$ cat src/sv/rpv_pkg.sv
// shared types, constants and helpers for the vertex rotate and project pipeline
`timescale 1ns / 1ps
package rpv_pkg;

    localparam int TRIG_FRAC_BITS  = 14;
    localparam int SCALE_FRAC_BITS = 4;
    localparam int Q_BITS          = 18;

    typedef enum logic [3:0] {
        REG_SIN_X    = 4'd0,
        REG_COS_X    = 4'd1,
        REG_SIN_Y    = 4'd2,
        REG_COS_Y    = 4'd3,
        REG_CAM_DIST = 4'd4,
        REG_PROJ     = 4'd5,
        REG_CENTER_X = 4'd6,
        REG_CENTER_Y = 4'd7
    } t_reg_index;

    typedef struct packed {
        logic signed [15:0] sin_x;
        logic signed [15:0] cos_x;
        logic signed [15:0] sin_y;
        logic signed [15:0] cos_y;
        logic        [14:0] cam_dist;
    } t_rot_cfg;

    typedef struct packed {
        logic               valid;
        logic signed [16:0] view_x;
        logic signed [16:0] view_y;
        logic signed [16:0] view_z;
        logic               behind;
        logic               neg_x;
        logic               neg_y;
        logic               ovf_x;
        logic               ovf_y;
    } t_side;

    function automatic logic signed [16:0] sat_view(input logic signed [22:0] v);
        if (v > 23'sd65535) begin
            return 17'sd65535;
        end else if (v < -23'sd65536) begin
            return -17'sd65536;
        end
        return v[16:0];
    endfunction

    function automatic logic signed [15:0] sat_screen(input logic signed [19:0] v);
        if (v > 20'sd32767) begin
            return 16'sd32767;
        end else if (v < -20'sd32768) begin
            return -16'sd32768;
        end
        return v[15:0];
    endfunction

endpackage

$ cat src/sv/rpv_div_lane.sv
// pipelined restoring divider, one quotient bit per stage
`timescale 1ns / 1ps
module rpv_div_lane
    import rpv_pkg::*;
(
    input  logic              i_clk,
    input  logic              i_en,
    input  logic [32:0]       i_num,
    input  logic [20:0]       i_den,
    output logic [Q_BITS-1:0] o_quo
);
    logic [32:0]       r_rem [Q_BITS];
    logic [20:0]       r_den [Q_BITS];
    logic [Q_BITS-1:0] r_quo [Q_BITS];

    for (genvar j = 0; j < Q_BITS; j++) begin : g_stage
        localparam int K = Q_BITS - 1 - j;
        logic [32:0]       n_rem_in;
        logic [20:0]       n_den_in;
        logic [Q_BITS-1:0] n_quo_in;
        logic [39:0]       n_trial;
        logic              n_take;

        if (j == 0) begin : g_first
            assign n_rem_in = i_num;
            assign n_den_in = i_den;
            assign n_quo_in = '0;
        end else begin : g_next
            assign n_rem_in = r_rem[j-1];
            assign n_den_in = r_den[j-1];
            assign n_quo_in = r_quo[j-1];
        end

        assign n_trial = 40'(n_den_in) << K;
        assign n_take  = (40'(n_rem_in) >= n_trial);

        always_ff @(posedge i_clk) begin
            if (i_en) begin
                r_rem[j] <= n_take ? 33'(40'(n_rem_in) - n_trial) : n_rem_in;
                r_den[j] <= n_den_in;
                r_quo[j] <= n_quo_in | (Q_BITS'(n_take) << K);
            end
        end
    end

    assign o_quo = r_quo[Q_BITS-1];
endmodule

$ cat config.mk
export PLATFORM = sky130hd
export DESIGN_NAME = rpv_div_lane
export DESIGN_NICKNAME = d
export VERILOG_FILES = /design/src/sv/rpv_pkg.sv /design/src/sv/rpv_div_lane.sv
export SDC_FILE = /design/constraint.sdc
export NUM_CORES = 2
export LEC_CHECK = 0
export BUFFER_PORTS_ARGS = -buffer_cell sky130_fd_sc_hd__buf_2
export CORE_ASPECT_RATIO = 1.75
export CORE_UTILIZATION = 61
export CTS_CLUSTER_SIZE = 30
export DETAILED_ROUTE_END_ITERATION = 10
export PLACE_DENSITY = 0.85
export SLEW_MARGIN = 20
export SYNTH_ARGS = -nofsm -noshare
export SYNTH_HDL_FRONTEND = slang
export SYNTH_SLANG_ARGS = --single-unit
$ cat constraint.sdc
create_clock -name i_clk -period 4.5 [get_ports i_clk]
set_input_delay 0.9 -clock i_clk [delete_from_list [all_inputs] [get_ports i_clk]]
set_output_delay 0.9 -clock i_clk [all_outputs]
set_load 0.05 [all_outputs]
* Word level (Yosys, flattened, before mapping)
Memory sizes are Yosys's and may differ from the RTL's.
Cells that the tools add are included.
** Word-level totals
- Bits in registers :: 0
- Memories kept :: 3
- Logic and storage cells :: 76
- Output and inout bits :: 18
- Memory bits (writable) :: 1296
** Operators by class
- Mux-type cells :: 20
- $lt $le $gt $ge :: 18
- Add/subtract/negate cells :: 18
- Bitwise operators :: 17
** Memories
- r_rem :: words 18, bits a word 33, rd ports 17, clocked after memory_dff 0, wr ports 18, RTL line rpv_div_lane.sv:12 : logic [32:0] r_rem [Q_BITS];
- r_den :: words 18, bits a word 21, rd ports 17, clocked after memory_dff 0, wr ports 18, RTL line rpv_div_lane.sv:13 : logic [20:0] r_den [Q_BITS];
- r_quo :: words 18, bits a word 18, rd ports 18, clocked after memory_dff 0, wr ports 18, RTL line rpv_div_lane.sv:14 : logic [Q_BITS-1:0] r_quo [Q_BITS];
** Operators with widths (count)
- $mux 33 :: 18
- $sub 33x33->33 :: 6
- $ge 33x38->1 :: 1
- $ge 33x37->1 :: 1
- $ge 33x36->1 :: 1
- $ge 33x35->1 :: 1
- $ge 33x34->1 :: 1
- $ge 33x21->1 :: 1
- $ge 33x22->1 :: 1
- $ge 33x23->1 :: 1
- $ge 33x24->1 :: 1
- $ge 33x25->1 :: 1
- $ge 33x26->1 :: 1
- $ge 33x27->1 :: 1
- $ge 33x28->1 :: 1
- $ge 33x29->1 :: 1
- $ge 33x30->1 :: 1
- $ge 33x31->1 :: 1
- $ge 33x32->1 :: 1
- $ge 33x33->1 :: 1
- $sub 33x21->33 :: 1
- $sub 33x22->33 :: 1
- $sub 33x23->33 :: 1
- $sub 33x24->33 :: 1
- 26 further kinds :: 27

* Longest topological paths before layout
An unclocked memory read counts as a cell.
- Word-level depth :: 3
- Gate-level depth with buffers :: 14

* Worst setup path before layout
Ideal clock, no wire load.
- Kind :: register -> register
- Start point :: mem r_rem[13][3]
- End point :: mem r_rem[14][29], data pin
- Slack :: 1.168 ns
- Library setup time :: 0.258 ns
- Data arrival time :: 3.074 ns
- Cell stages (with the launch flop) :: 13
- Cells stage by stage :: edfxtp_1 > inv_1 > ha_1 > inv_1 > fa_1 > a211o_1 > a21o_1 > a2111o_1 > and4_4 > o21ai_4 > or3b_1 > or3_1 > xnor2_1
** RTL lines (RTL line)
- start: declaration :: rpv_div_lane.sv:12

==> run summary <==
• **flop and latch count out of synthesis** 1,089
• **Slew Viols, Final** 0
• **dominant cell type by area after synthesis** edfxtp_1
• **input/output buffers** 73
• **Power Density** 579.5 nW/um^2
• **Worst setup startpoint** r_rem[1][16]
• **multi-input gate area in the final layout** 22,690 sq um
• **Util after Layout** 67.86%
• **worst endpoint required time** 4.95 ns
• **Root Buffer Master** clkbuf_16
• **Post-synth EDFFs** 1,089
• **number of gates resized after CTS** 0
• **core area** 93,140 sq um
• **total die area** 95,460 sq um
• **maximum fanout along the worst path** 16
• **fill cell instance count of the final layout** 6,436
• **H-tree depth** 3
• **number of remaining DRC errors** 2
• **non-filler instance count after layout** 6,278
• **Critical Path Sink Type** register
• **combined global-route utilization of all metal layers** 30.39%
• **final critical-path share of the clock period** 88.80%
• **clock transition at the registers of the reported paths** 0.06 ns
• **Design Power** 36.63 mW
• **IR drop worst, VDD** 0.3923 mV
• **GRT overflow** 0
• **synthesized area per cell** 11.93 sq um
• **CTS tree** done
• **number of top-level design ports** 74
• **worst-case headroom to the max-slew limit** 14.48%
• **Compound-Gate Fraction of Synth Area** 13.08%
• **type of the tightest min-delay check** in2reg
• **startpoint type of the worst setup path** register
• **tightest hold margin** 0.3438 ns
• **Die W** 234.0 um
• **flip-flop and latch area** 32,700 sq um
• **buffers inserted by post-CTS timing repair** 0
• **relative area change from synthesis to final layout** 10.02%
• **Final Wtd Congestion** 1.038
• **clock buffers created by TritonCTS** 96
• **layout cells sized above 1** 10.22%
• **P_leak** 24.93 nW
• **sink count of the clock tree** 1,089
• **most area-consuming cells after synthesis** edfxtp_1 (57%), ha_1 (7.9%), inv_1 (3.1%), a21oi_1 (2.9%), xnor2_1 (2.9%)
• **pin count of the biggest net entering global routing** 121
• **antenna-violating nets left** 0
• **mean routed wirelength per cell** 22.69 um
• **asr flop ratio synth** 0%
• **Post-Synth XOR/XNOR Area** 4.619%
• **placed instance count** 6,099
• **most frequent standard cell in the layout excluding fill and tap cells** edfxtp_1
• **Starting Density** 61.68%
• **startpoint of the tightest hold check path** i_num[5]
• **Top FF cell, synth** edfxtp_1
• **hold buffers post-CTS** 0
• **total negative setup slack** 0 ns
• **wire length of the first global-routing pass** 217,300 um
• **clk_lat worst skew** 0.74 ns
• **proportion of synthesized area in mux cells** 3.090%
• **largest family of logic cells by synthesized area** compound AO/OA/AOI/OAI gates
• **critical register-to-register path startpoint** r_rem[1][16]
• **setup repair after global routing missed its margin** false
• **final setup fails** 0
• **per-cell via count in the routed design** 6.182
• **post-synthesis instance total** 4,817
• **antenna violations before repair** 2
• **number of standard-cell rows in the floorplan** 148
• **CP arrival** 4.44 ns
• **worst slack after detailed placement** 0.1107 ns
• **post-detailed-placement half-perimeter wirelength** 107,200 um
• **Worst Path Class, Setup** reg2reg
• **warning count from the yosys run** 0
• **leading cell types in the layout, fill and taps excluded** edfxtp_1 (1,089), inv_1 (475), ha_1 (363)
• **sequential share of the synthesized area** 56.92%
• **detailed router's first-iteration violation count** 2,194
• **DIE HEIGHT** 408.0 um
• **Worst Clk Skew** 0.05522 ns
• **failing checks** design-rule violations
• **run status** finished, violations left
• **minimum period implied by the final worst setup slack** 3.996 ns
• **DR pass1 iterations** 11
• **post-synthesis simple-gate area fraction** 10.04%
• **number of different library cells in the post-synthesis netlist** 87
• **via count** 38,810
• **total number of nets in the final design** 5,433
• **total standard cell area after synthesis** 57,450 sq um
• **Total Wirelength** 142,400 um
• **pin slew with the least headroom to its limit** 1.277 ns
• **least setup slack across all paths after layout** 0.5040 ns
• **cell area after placement** 59,980 sq um
• **adder-cell share of the synthesized area** 8.498%
• **largest buffer count on any clock path** 3
• **via count of the first global-routing pass** 41,590
• **share of Yosys cell area claimed by the top area cell type** 56.92%
• **Peak Freq** 0.2503 GHz
• **area of all placed cells without fillers** 63,210 sq um
• **final hold violation count** 0
• **number of nets produced by synthesis** 5,253
• **number of max-cap violations** 0
report_power, final:
| part | leakage [nW] | internal [mW] | switching [mW] |
|---|---|---|---|
| logic | 12.8 | 5.46 | 7.87 |
| clock network | 1.54 | 4.61 | 3.85 |
| registers | 10.6 | 13.7 | 1.15 |
metal layers:
metal / part of all wire, % / vias to the layer above / track usage (%) / wire (um)
met2: 59 / 1210 / 61.52 / 83400
met4: 12 / 0 / 32.52 / 17420
li1: - / 18270 / - / -
met1: 26 / 18700 / 20.69 / 36650
met3: 3.5 / 641 / 4.574 / 4953
met5: 0 / - / 0 / 0
state kept, by name (all words and copies together) (netlist names):
register  cells
r_den       357
r_rem       561
r_quo       171
synth_stat cells, types with 21 or more instances:
master and number:
a211oi_1 41, a21o_1 149, a21oi_1 337, a31oi_1 38, and2_1 26, and3_1 32, clkbuf_1 57, edfxtp_1 1089
ha_1 363, inv_1 475, mux2_2 139, mux2i_1 21, nand2_1 304, nand2b_1 46, nand3_1 74, nand4_1 60
nor2_1 275, nor2b_1 49, nor3_1 69, nor4_1 56, o211ai_1 31, o21a_1 65, o21ai_0 268, o21bai_1 44
o31ai_1 39, or2_2 30, or3_1 26, or4_1 23, xnor2_1 191, xor2_1 112
layout make-up:
| cell class | count | share of cell area, % |
|---|---|---|
| Clock inverter | 69 | 1.227 |
| Antenna cell | 1 | 0.003959 |
| Multi-Input combinational cell | 3164 | 35.89 |
| Timing Repair Buffer | 166 | 2.035 |
| Sequential cell | 1089 | 51.74 |
| Inverter | 480 | 2.851 |
| Tap cell | 1200 | 2.375 |
| Clock buffer | 109 | 3.878 |
worst paths after layout:
| check | slack [ns] | endpoint | depth (start not counted) |
|---|---|---|---|
| hold / removal | 0.34 | r_rem[0][5] | 1 |
| setup reg to reg | 0.50 | r_rem[2][31] | 12 |
| setup / recovery | 0.50 | r_rem[2][31] | 12 |
| hold reg to reg | 0.41 | r_quo[16][17] | 0 |
cell families (layout without fill, tap and decap cells):
group / Yosys count / in the layout
flip-flops: 1089 / 1089
XOR/XNOR: 303 / 303
AO/OA/AOI/OAI: 1172 / 1172
adder cells (fa/ha/maj): 380 / 380
AND/OR/NAND/NOR: 1149 / 1149
buffers and inverters: 564 / 824
multiplexers: 160 / 160
other: 0 / 1
worst max-delay path, cell delays in order, from the launching register on:
cell,delay [ns]
edfxtp_1,0.44
ha_1,0.34
nor2b_1,0.15
o21bai_1,0.23
a31oi_1,0.26
o41ai_2,0.68
o41a_1,0.44
o31ai_1,0.10
a21oi_1,0.31
buf_4,0.23
inv_2,0.08
buf_12,0.16
mux2_2,0.28
Note: power is estimated with default switching activity, not from simulation.
